**src/rtl/core/cla_pkg.sv**
```systemverilog
`timescale 1ns / 1ps
// ----------------------------------------------------------------------------
// cla_pkg: shared types and constants of the CR/LF line assembler
// Holds byte codes, count limits, the command word between the front and the
// back, and the back-end state type.
// ----------------------------------------------------------------------------
package cla_pkg;

  // Byte codes that end a line.
  localparam logic [7:0] CHAR_LF = 8'h0A;
  localparam logic [7:0] CHAR_CR = 8'h0D;

  // Default line store depth and the widest count any legal depth needs.
  localparam int LINE_DEPTH_DEF = 64;
  localparam int CNT_MAX_W      = 6;

  // Completed line handed from the front to the back.
  typedef struct packed {
    logic                 empty;     // line held no bytes
    logic                 bank;      // store bank that holds the line
    logic [CNT_MAX_W-1:0] last_idx;  // index of the final byte
  } cmd_t;

  // Command queue fill status.
  typedef struct packed {
    logic full;
    logic empty;
  } q_stat_t;

  // Bank handed back once its line has been sent.
  typedef struct packed {
    logic valid;
    logic bank;
  } release_t;

  // Back-end sequencer states.
  typedef enum logic [1:0] {
    BK_IDLE,
    BK_FETCH,
    BK_SHOW
  } bk_state_t;

endpackage

```
**src/rtl/core/cla_line_store.sv**
```systemverilog
`timescale 1ns / 1ps
// ----------------------------------------------------------------------------
// cla_line_store: two-bank line byte memory
// One write port for the front, one registered read port for the back.
// ----------------------------------------------------------------------------
module cla_line_store #(
  parameter int ADDR_W = 7
) (
  input  logic              clk,
  input  logic              wr_en,
  input  logic [ADDR_W-1:0] wr_addr,
  input  logic [7:0]        wr_data,
  input  logic              rd_en,
  input  logic [ADDR_W-1:0] rd_addr,
  output logic [7:0]        rd_data
);

  logic [7:0] mem_r [2**ADDR_W];
  logic [7:0] rd_data_r;

  // Write port.
  always_ff @(posedge clk) begin
    if (wr_en) begin
      mem_r[wr_addr] <= wr_data;
    end
  end

  // Read port; the data holds until the next read.
  always_ff @(posedge clk) begin
    if (rd_en) begin
      rd_data_r <= mem_r[rd_addr];
    end
  end

  assign rd_data = rd_data_r;

endmodule

```
**src/rtl/core/cla_front.sv**
```systemverilog
`timescale 1ns / 1ps
// ----------------------------------------------------------------------------
// cla_front: byte classifier and line collector
// Accepts received bytes, stores ordinary ones into the current bank and
// posts a command when CR LF completes a line.
// ----------------------------------------------------------------------------
module cla_front #(
  parameter int LINE_DEPTH = cla_pkg::LINE_DEPTH_DEF,
  parameter int CNT_W      = $clog2(LINE_DEPTH)
) (
  input  logic               clk,
  input  logic               rst_n,
  input  logic               in_tvalid,
  output logic               in_tready,
  input  logic [7:0]         in_tdata,
  input  cla_pkg::q_stat_t   q_stat,
  output logic               push,
  output cla_pkg::cmd_t      push_cmd,
  input  cla_pkg::release_t  rel,
  output logic               wr_en,
  output logic [CNT_W:0]     wr_addr,
  output logic [7:0]         wr_data
);
  import cla_pkg::*;

  logic             saw_r, saw_nxt;
  logic [CNT_W-1:0] fill_r, fill_nxt;
  logic             bank_r, bank_nxt;
  logic [1:0]       busy_r, busy_nxt;
  logic             acc;
  logic [CNT_W:0]   fill_inc;
  logic [CNT_W-1:0] fill_m1;

  // Stall while the command queue is full or the bank in use is still sending.
  assign in_tready = !q_stat.full && !busy_r[bank_r];
  assign acc       = in_tvalid && in_tready;
  assign fill_inc  = {1'b0, fill_r} + 1'b1;
  assign fill_m1   = fill_r - 1'b1;

  assign wr_addr = {bank_r, fill_r};
  assign wr_data = in_tdata;

  // Classification and next state.
  always_comb begin
    saw_nxt  = saw_r;
    fill_nxt = fill_r;
    bank_nxt = bank_r;
    busy_nxt = busy_r;
    push     = 1'b0;
    wr_en    = 1'b0;
    push_cmd.empty    = (fill_r == '0);
    push_cmd.bank     = bank_r;
    push_cmd.last_idx = CNT_MAX_W'(fill_m1);
    if (rel.valid) begin
      busy_nxt[rel.bank] = 1'b0;
    end
    if (acc) begin
      priority if (saw_r) begin
        // Line feed completes the line; anything else discards it.
        if (in_tdata == CHAR_LF) begin
          push = 1'b1;
          if (fill_r != '0) begin
            busy_nxt[bank_r] = 1'b1;
            bank_nxt         = !bank_r;
          end
        end
        saw_nxt  = 1'b0;
        fill_nxt = '0;
      end else if (in_tdata == CHAR_CR) begin
        saw_nxt = 1'b1;
      end else begin
        // Ordinary byte; a full store drops the line.
        wr_en = 1'b1;
        if (fill_inc == (CNT_W+1)'(LINE_DEPTH)) begin
          fill_nxt = '0;
        end else begin
          fill_nxt = fill_inc[CNT_W-1:0];
        end
      end
    end
  end

  // State registers.
  always_ff @(posedge clk) begin
    if (!rst_n) begin
      saw_r  <= 1'b0;
      fill_r <= '0;
      bank_r <= 1'b0;
      busy_r <= '0;
    end else begin
      saw_r  <= saw_nxt;
      fill_r <= fill_nxt;
      bank_r <= bank_nxt;
      busy_r <= busy_nxt;
    end
  end

endmodule

```
**src/rtl/core/cla_cmd_fifo.sv**
```systemverilog
`timescale 1ns / 1ps
// ----------------------------------------------------------------------------
// cla_cmd_fifo: two-entry command queue
// Decouples the line collector from the line sender.
// ----------------------------------------------------------------------------
module cla_cmd_fifo (
  input  logic              clk,
  input  logic              rst_n,
  input  logic              push,
  input  cla_pkg::cmd_t     push_cmd,
  input  logic              pop,
  output cla_pkg::cmd_t     pop_cmd,
  output cla_pkg::q_stat_t  q_stat
);
  import cla_pkg::*;

  cmd_t       slot_r [2];
  logic       wp_r, rp_r;
  logic [1:0] cnt_r, cnt_nxt;
  logic       do_push, do_pop;

  assign q_stat.full  = (cnt_r == 2'd2);
  assign q_stat.empty = (cnt_r == 2'd0);
  assign do_push      = push && !q_stat.full;
  assign do_pop       = pop && !q_stat.empty;
  assign pop_cmd      = slot_r[rp_r];

  // Occupancy.
  always_comb begin
    cnt_nxt = cnt_r;
    if (do_push && !do_pop) begin
      cnt_nxt = cnt_r + 2'd1;
    end else if (do_pop && !do_push) begin
      cnt_nxt = cnt_r - 2'd1;
    end
  end

  // Pointers and count.
  always_ff @(posedge clk) begin
    if (!rst_n) begin
      wp_r  <= 1'b0;
      rp_r  <= 1'b0;
      cnt_r <= '0;
    end else begin
      cnt_r <= cnt_nxt;
      if (do_push) begin
        wp_r <= !wp_r;
      end
      if (do_pop) begin
        rp_r <= !rp_r;
      end
    end
  end

  // Payload slots.
  always_ff @(posedge clk) begin
    if (do_push) begin
      slot_r[wp_r] <= push_cmd;
    end
  end

endmodule

```
**src/rtl/core/cla_back.sv**
```systemverilog
`timescale 1ns / 1ps
// ----------------------------------------------------------------------------
// cla_back: line sender
// Takes completed-line commands, reads the bytes from the store and presents
// them one word at a time on the output stream.
// ----------------------------------------------------------------------------
module cla_back #(
  parameter int CNT_W = 6
) (
  input  logic               clk,
  input  logic               rst_n,
  input  cla_pkg::q_stat_t   q_stat,
  input  cla_pkg::cmd_t      pop_cmd,
  output logic               pop,
  output logic               rd_en,
  output logic [CNT_W:0]     rd_addr,
  input  logic [7:0]         rd_data,
  output cla_pkg::release_t  rel,
  output logic               out_tvalid,
  input  logic               out_tready,
  output logic [7:0]         out_tdata,
  output logic               out_tlast,
  output logic               out_tuser
);
  import cla_pkg::*;

  bk_state_t        state_r, state_nxt;
  logic             empty_r;
  logic             bank_r;
  logic [CNT_W-1:0] last_r;
  logic [CNT_W-1:0] idx_r, idx_nxt;
  logic             is_last;
  logic             sent;

  assign is_last = empty_r || (idx_r == last_r);
  assign sent    = (state_r == BK_SHOW) && out_tready;
  assign rd_addr = {bank_r, idx_r};

  // Next state.
  always_comb begin
    state_nxt = state_r;
    idx_nxt   = idx_r;
    unique case (state_r)
      BK_IDLE: begin
        if (!q_stat.empty) begin
          idx_nxt   = '0;
          state_nxt = pop_cmd.empty ? BK_SHOW : BK_FETCH;
        end
      end
      BK_FETCH: begin
        state_nxt = BK_SHOW;
      end
      BK_SHOW: begin
        if (out_tready) begin
          if (is_last) begin
            state_nxt = BK_IDLE;
          end else begin
            idx_nxt   = idx_r + 1'b1;
            state_nxt = BK_FETCH;
          end
        end
      end
      default: begin
        state_nxt = BK_IDLE;
      end
    endcase
  end

  // Outputs.
  always_comb begin
    pop        = (state_r == BK_IDLE) && !q_stat.empty;
    rd_en      = (state_r == BK_FETCH);
    out_tvalid = (state_r == BK_SHOW);
    out_tdata  = empty_r ? '0 : rd_data;
    out_tlast  = is_last;
    out_tuser  = empty_r;
    rel.valid  = sent && is_last && !empty_r;
    rel.bank   = bank_r;
  end

  // Sequencer and current line registers.
  always_ff @(posedge clk) begin
    if (!rst_n) begin
      state_r <= BK_IDLE;
      empty_r <= 1'b0;
      bank_r  <= 1'b0;
      last_r  <= '0;
      idx_r   <= '0;
    end else begin
      state_r <= state_nxt;
      idx_r   <= idx_nxt;
      if (pop) begin
        empty_r <= pop_cmd.empty;
        bank_r  <= pop_cmd.bank;
        last_r  <= pop_cmd.last_idx[CNT_W-1:0];
      end
    end
  end

endmodule

```
**src/rtl/core/crlf_line_assembler_top.sv**
```systemverilog
`timescale 1ns / 1ps
// ----------------------------------------------------------------------------
// crlf_line_assembler_top: CR/LF terminated line receiver
// Collects received bytes into lines and streams each completed line out.
//
//   Channel  Direction  Word
//   in_      slave      tdata[7:0] = rx_byte
//   out_     master     tdata[7:0] = line_byte, tlast = last_of_line,
//                       tuser = empty_line
//
// Each line byte is sent as a store read and then an output word; an empty
// line goes straight to its output word once its command is taken.
// Reset is synchronous and active low; the store needs no clearing.
// Input stalls while the command queue is full or the bank being filled is
// still being sent; output stalls hold the current word.
// ----------------------------------------------------------------------------
module crlf_line_assembler_top #(
  parameter int LINE_DEPTH = cla_pkg::LINE_DEPTH_DEF
) (
  input  logic       clk,
  input  logic       rst_n,
  input  logic       in_tvalid,
  output logic       in_tready,
  input  logic [7:0] in_tdata,   // [7:0] rx_byte
  output logic       out_tvalid,
  input  logic       out_tready,
  output logic [7:0] out_tdata,  // [7:0] line_byte
  output logic       out_tlast,
  output logic       out_tuser   // [0] empty_line
);
  import cla_pkg::*;

  localparam int CNT_W  = $clog2(LINE_DEPTH);
  localparam int ADDR_W = CNT_W + 1;

  q_stat_t           q_stat;
  logic              push, pop;
  cmd_t              push_cmd, pop_cmd;
  release_t          rel;
  logic              wr_en, rd_en;
  logic [ADDR_W-1:0] wr_addr, rd_addr;
  logic [7:0]        wr_data, rd_data;

  // Front: classify and collect.
  cla_front #(
    .LINE_DEPTH (LINE_DEPTH),
    .CNT_W      (CNT_W)
  ) u_front (
    .clk       (clk),
    .rst_n     (rst_n),
    .in_tvalid (in_tvalid),
    .in_tready (in_tready),
    .in_tdata  (in_tdata),
    .q_stat    (q_stat),
    .push      (push),
    .push_cmd  (push_cmd),
    .rel       (rel),
    .wr_en     (wr_en),
    .wr_addr   (wr_addr),
    .wr_data   (wr_data)
  );

  // Command queue between front and back.
  cla_cmd_fifo u_fifo (
    .clk      (clk),
    .rst_n    (rst_n),
    .push     (push),
    .push_cmd (push_cmd),
    .pop      (pop),
    .pop_cmd  (pop_cmd),
    .q_stat   (q_stat)
  );

  // Two-bank line store.
  cla_line_store #(
    .ADDR_W (ADDR_W)
  ) u_store (
    .clk     (clk),
    .wr_en   (wr_en),
    .wr_addr (wr_addr),
    .wr_data (wr_data),
    .rd_en   (rd_en),
    .rd_addr (rd_addr),
    .rd_data (rd_data)
  );

  // Back: read out and send.
  cla_back #(
    .CNT_W (CNT_W)
  ) u_back (
    .clk        (clk),
    .rst_n      (rst_n),
    .q_stat     (q_stat),
    .pop_cmd    (pop_cmd),
    .pop        (pop),
    .rd_en      (rd_en),
    .rd_addr    (rd_addr),
    .rd_data    (rd_data),
    .rel        (rel),
    .out_tvalid (out_tvalid),
    .out_tready (out_tready),
    .out_tdata  (out_tdata),
    .out_tlast  (out_tlast),
    .out_tuser  (out_tuser)
  );

  // An empty-line marker is always the final word and carries zero data.
  a_empty_marker: assert property (@(posedge clk) disable iff (!rst_n)
    out_tvalid && out_tuser |-> out_tlast && (out_tdata == '0))
    else $error("empty line marker malformed");

  // A command is never posted into a full queue.
  a_no_push_full: assert property (@(posedge clk) disable iff (!rst_n)
    push |-> !q_stat.full)
    else $error("command pushed into full queue");

  // The back only pops when a command is waiting.
  a_no_pop_empty: assert property (@(posedge clk) disable iff (!rst_n)
    pop |-> !q_stat.empty)
    else $error("command popped from empty queue");

  // The collector never writes the bank that is being read out.
  a_bank_split: assert property (@(posedge clk) disable iff (!rst_n)
    wr_en && rd_en |-> wr_addr[ADDR_W-1] != rd_addr[ADDR_W-1])
    else $error("write into bank under readout");

endmodule
```
**config.mk**
```make
export PLATFORM = sky130hd
export DESIGN_NAME = crlf_line_assembler_top
export DESIGN_NICKNAME = d
export VERILOG_FILES = /design/src/rtl/core/cla_pkg.sv /design/src/rtl/core/cla_line_store.sv /design/src/rtl/core/cla_front.sv /design/src/rtl/core/cla_cmd_fifo.sv /design/src/rtl/core/cla_back.sv /design/src/rtl/core/crlf_line_assembler_top.sv
export SDC_FILE = /design/constraint.sdc
export NUM_CORES = 1
export LEC_CHECK = 0
export BUFFER_PORTS_ARGS = -buffer_cell sky130_fd_sc_hd__buf_2
export CAP_MARGIN = 20
export CORE_MARGIN = 4
export CORE_UTILIZATION = 45
export CTS_CLUSTER_DIAMETER = 40
export DETAILED_ROUTE_END_ITERATION = 8
export GPL_TIMING_DRIVEN = 1
export PLACE_DENSITY = 0.72
export RECOVER_POWER = 50
export SLEW_MARGIN = 30
export SYNTH_ARGS = -nofsm -noshare
export SYNTH_HDL_FRONTEND = slang
export SYNTH_HIERARCHICAL = 1
export SYNTH_SLANG_ARGS = --single-unit
```
**constraint.sdc**
```tcl
create_clock -name clk -period 3.65 [get_ports clk]
set_clock_uncertainty 0.2 [all_clocks]
set_input_delay 0.365 -clock clk [delete_from_list [all_inputs] [get_ports clk]]
set_output_delay 0.365 -clock clk [all_outputs]
set_load 0.005 [all_outputs]
```
==> metrics.yaml, run 1 <==
avgRoutedWirePerCell_um: 27.8
routed_via_density: 5.92
clockBufferDepth: 3
slowest_stage: "dfxtp_1"
overflow: 0
synth_ff_type: "edfxtp_1"
synth-async-reset-ratio_pct: 0
syn_inst: 1897
synth.cell_area_mm2: 0.0423
fin_area_mm2: 0.0494
min-delay-start: "in_tdata[4]"
root_buffer: "clkbuf_16"
grt_max_degree: 113
vias: 20708
slew_headroom_pct: -60.6
ant_nets: 0
slew_violations: 508
detail_route.first_pass.iterations: 7
drt-initial-drc-count: 2725
startpoint_type: "flop"
clk_pin_slew_ns: 0.06
cts_tree: "done"
yosysWarnings: 6
finalCriticalPeriod_ns: 3.45
reg2reg_to: "u_store/mem_r[24][5]"
antenna_found_initial: 4
worst_ep_arrival_time_ns: 3.61
critical-path-top-delay-family: "simple AND/OR/NAND/NOR gates"
drive_gt1_share_pct: 35.0
fin_nets: 2155
clock_latency_ns: 0.70
final_util_pct: 53.0
gp_congestion: 0.847
avgSynthCellArea_um2: 22.3
endpoint_kind: "flop"
hp-class: "in2reg"
dieArea_mm2: 0.0989
finalHoldViolCount: 0
drc: 0
clock-sinks: 1079
rr_startpoint: "u_fifo/cnt_r[0]"
die_y_um: 315
crit_chain: "nand2b_1 -> inv_1 -> nor2b_1 -> nand2_2 -> nor3_1 -> buf_4 -> nor2b_1 -> nand2_1 -> buf_4 -> nor2_1 -> buf_4"
rrSetupSlack_ns: 0.20
p_per_area_mw_per_mm2: 541
synth_edf_count: 1048
status: "finished with violations"
cts_buffers: 119
rsz0062_at_grt: "false"
rr_worst_depth: 11
setup_viol: 0
syn-num-nets: 1914
io_pins: 24
crit_type: "reg2reg"
dp_hpwl_um: 59600
area_growth_pct: 16.9
path_buf_inv: 4
p_leak_nw: 15.2
place_inst: 3261
setup-tns-final_ns: 0
num_rows: 112
max_freq_mhz: 290
hold_depth: 5
synth.distinct_cells: 63
placeableCoreArea_mm2: 0.0933
crit_required_ns: 3.80
grt.total_usage_pct: 19.9
start_util_pct: 45.3
final_cells: 3499
portBuffers: 23
grt_pass1_wl_um: 145000
min_period_over_period_pct: 94.6
cp_common_cell: "buf_4"
synth-seq-cells: 1079
vdd_drop_max_mv: 0.418
cap_violations: 6
htreeDepth: 3
tightest_slew_ns: 2.41
crit_path_max_incr_delay_ns: 0.41
die_w_um: 315
routed_wl_um: 97200
min_to: "u_front/fill_r[0]"
grt_pass1_vias: 21264
place_area_mm2: 0.0452
failed_checks: "max-capacitance violations, max-slew violations"
crit_fanout: 8
cts_setup_buffers: 0
ys_seq_area_share_pct: 75.9
-- worst max path at each step --
stage,start,endpoint,slack [ns],cells past startpoint
6_report,u_fifo/cnt_r[0],u_store/mem_r[24][5],0.20,11
5_1_grt,u_fifo/cnt_r[0],u_store/mem_r[118][0],0.05,11
4_1_cts,u_back/idx_r[0],u_store/rd_data[7],0.20,6
3_5_place_dp,u_fifo/cnt_r[0],u_store/mem_r[118][5],0.22,11
3_3_place_gp,u_fifo/cnt_r[0],u_store/mem_r[118][5],0.24,11
2_1_floorplan,u_back/idx_r[0],u_store/rd_data[0],0.38,6
-- cell type report --
type | instances | area (µm²)
tap | 1254 | 1570
clock inverter | 90 | 1130
fill | 6973 | 43900
sequential | 1079 | 32100
timing repair buffer | 231 | 1900
antenna | 1 | 2.50
inverter | 16 | 61.3
clock buffer | 137 | 3080
multi-input combinational | 691 | 9570
-- cells in the mapped netlist (16+ instances only) --
cell type	number	share of area [%]
edfxtp_1	1048	74
mux4_2	336	18
nor2_1	135	1.2
clkbuf_1	46	0.41
nand2_1	39	0.35
dfxtp_1	31	1.5
buf_4	26	0.46
nand3_1	21	0.25
buf_2	19	0.22
nor2b_1	19	0.28
buf_1	18	0.16
mux2_2	16	0.43
-- logic make-up after synthesis --
| logic type | Yosys count | share of synthesized area (%) |
|---|---|---|
| multiplexers | 353 | 18.4 |
| AND/OR/NAND/NOR | 268 | 2.97 |
| AO/OA/AOI/OAI | 51 | 0.879 |
| buffers and inverters | 127 | 1.45 |
| adder cells (fa/ha/maj) | 5 | 0.148 |
| flip-flops | 1079 | 75.9 |
| XOR/XNOR | 14 | 0.290 |
-- state kept, by name (all words and copies together), names as in the netlist, named ones only --
register / count
u_fifo/wp_r: 1
u_front/fill_r: 6
u_front/saw_r: 1
u_store/mem_r: 1024
u_front/bank_r: 1
u_fifo/slot_r: 16
u_back/bank_r: 1
u_front/busy_r: 2
u_back/last_r: 6
u_store/rd_data: 8
u_back/state_r: 2
u_fifo/cnt_r: 2
u_back/out_tuser: 1
u_fifo/rp_r: 1
u_back/idx_r: 6
-- tightest hold or removal path, cell delays in order --
cell,delay [ns]
clkbuf_1,0.14
nor4b_2,0.08
nand4_1,0.15
o22ai_1,0.11
o21a_1,0.16
-- timing repair --
action                                  CTS  global route
resized for setup                         0             1
endpoints found under the setup margin    0             5
endpoints found under the hold margin   106             0
hold buffers                              9             0
-- per-layer routing --
layer,part of all wire [%],vias to the layer above,GRT usage (%)
li1,-,8464,-
met1,39,10984,28.0
met2,49,1105,32.0
met3,9.7,153,4.32
met4,2.5,2,5.57
met5,0.012,-,0
-- stage by stage --
stage	total power, mW	hold WS [ns]	setup slack, ns
floorplan	14.2	0.248	0.383
global placement	14.5	0.265	0.240
CTS	26.9	0.0405	0.201
detailed placement	14.5	0.266	0.223
finish	26.7	0.151	0.197
global route	27.5	0.171	0.0466
-- cell usage in the layout, fill, tap and decap left out, types with 19 or more instances in the layout --
master,instances
nand2_1,39
dfxtp_1,27
edfxtp_1,1048
clkbuf_1,24
mux4_2,336
clkbuf_16,119
buf_4,174
nor2b_1,19
nor2_1,135
nand3_1,20
-- power by group --
group / leakage, nW / internal [mW] / switching (mW)
logic: 3.51 / 0.188 / 0.441
registers: 9.67 / 13.6 / 0.0274
clock network: 2.03 / 7.28 / 5.19
total: 15.2 / 21.1 / 5.66
(Power assumes the default switching activity.)
==> inputs of run 2 (changes only) <==
Settings changed: CORE_ASPECT_RATIO from default to 1.25, CTS_CLUSTER_DIAMETER 40 to 120.
==> metrics.yaml, run 2 (synthesis results as in run 1) <==
routed_wl_um: 94900
fin_area_mm2: 0.0482
placeableCoreArea_mm2: 0.0931
io_pins: 24
detail_route.first_pass.iterations: 7
failed_checks: "max-capacitance violations, max-slew violations"
fin_nets: 2133
drive_gt1_share_pct: 32.9
rsz0062_at_grt: "false"
dieArea_mm2: 0.0990
grt_use_met3_pct: 3.16
gr-usage-met2_pct: 32.5
die_w_um: 282
dp_hpwl_um: 59200
endpoint_kind: "flop"
num_rows: 125
ant_nets: 0
clock_latency_ns: 0.66
crit_required_ns: 3.68
grt_pass1_vias: 20716
max_freq_mhz: 294
crit_chain: "dlygate4sd3_1 -> clkbuf_1 -> clkbuf_2 -> buf_2"
p_per_area_mw_per_mm2: 497
status: "finished with violations"
area_growth_pct: 14.0
start_util_pct: 45.4
crit_fanout: 72
final_util_pct: 51.8
cts_buffers: 92
final_cells: 3392
place_inst: 3219
clock-sinks: 1079
p_leak_nw: 14.7
grt_max_degree: 102
gr-usage-met1_pct: 26.2
p_total_mw: 24.0
routed_via_density: 5.94
portBuffers: 23
grt_pass1_wl_um: 141000
drc: 0
setup-tns-final_ns: 0
grt.busiest_layer: "met2"
place_area_mm2: 0.0452
htreeDepth: 3
avgRoutedWirePerCell_um: 28.0
crit_path_max_incr_delay_ns: 1.28
finalCriticalPeriod_ns: 3.40
slowest_stage: "buf_2"
largest_reg_flops: 1024
root_buffer: "clkbuf_16"
cts_setup_buffers: 0
worst_ep_arrival_time_ns: 3.43
vdd_drop_max_mv: 0.322
slew_violations: 491
finalHoldViolCount: 0
min_period_over_period_pct: 93.1
slew_headroom_pct: -54.6
fin_ws_ns: 0.251
cap_violations: 7
grt.total_usage_pct: 19.4
timing.hold.ws_ns: 0.0738
vias: 20165
cts_tree: "done"
tightest_slew_ns: 2.32
clockBufferDepth: 3
gp_congestion: 0.857
final_cell_mix: "1048 x edfxtp_1, 336 x mux4_2, 169 x buf_4"
clk_pin_slew_ns: 0.07
antenna_found_initial: 2
mostFrequentLayoutCell: "edfxtp_1"
overflow: 0
hp-class: "in2reg"
die_y_um: 351
startpoint_type: "primary input"
crit_type: "in2reg"
drt-initial-drc-count: 2436
setup_viol: 0
regMostFlops: "u_store/mem_r"
place_ws_ns: 0.247
## run 2: path summary, 6_finish.rpt
check	to	start	cells after the start	slack (ns)
max reg2reg	u_store/rd_data[7]	u_back/idx_r[0]	5	0.25
min reg2reg	u_back/last_r[1]	u_back/last_r[1]	2	0.27
min	u_front/fill_r[3]	in_tdata[6]	5	0.07
max	u_store/mem_r[35][4]	in_tdata[4]	4	0.25
## run 2: critical path, delay by kind of cell
family                 cells  cell delay, ns
buffers and inverters      4            2.99
## run 2: what timing repair did
item | 4_1_cts | 5_1_grt
endpoints found under the hold margin | 96 | 0
hold buffers | 9 | 0
resized for setup | 0 | 0
## run 2: where the power goes
group	leakage (nW)	switching, mW	total (mW)	internal (mW)
Clock	1.46	4.26	9.70	5.44
Sequential	9.67	0.0340	13.6	13.6
Combinational	3.57	0.432	0.621	0.190
Total	14.7	4.72	24.0	19.2
## run 2: layer usage
metal	vias to the layer above	wire [µm]
li1	8375	-
met1	10768	36000
met2	877	48400
met3	145	7420
met4	0	3090
met5	-	0
## run 2: area by class of cell
type                            instances  area [µm²]
Sequential cell                      1079       32100
Inverter                               16        61.3
Antenna cell                            1        2.50
Tap cell                             1206        1510
Fill cell                            6927       44800
Timing Repair Buffer                  236        2000
Multi-Input combinational cell        691        9560
Clock buffer                          109        2450
Clock inverter                         54         522
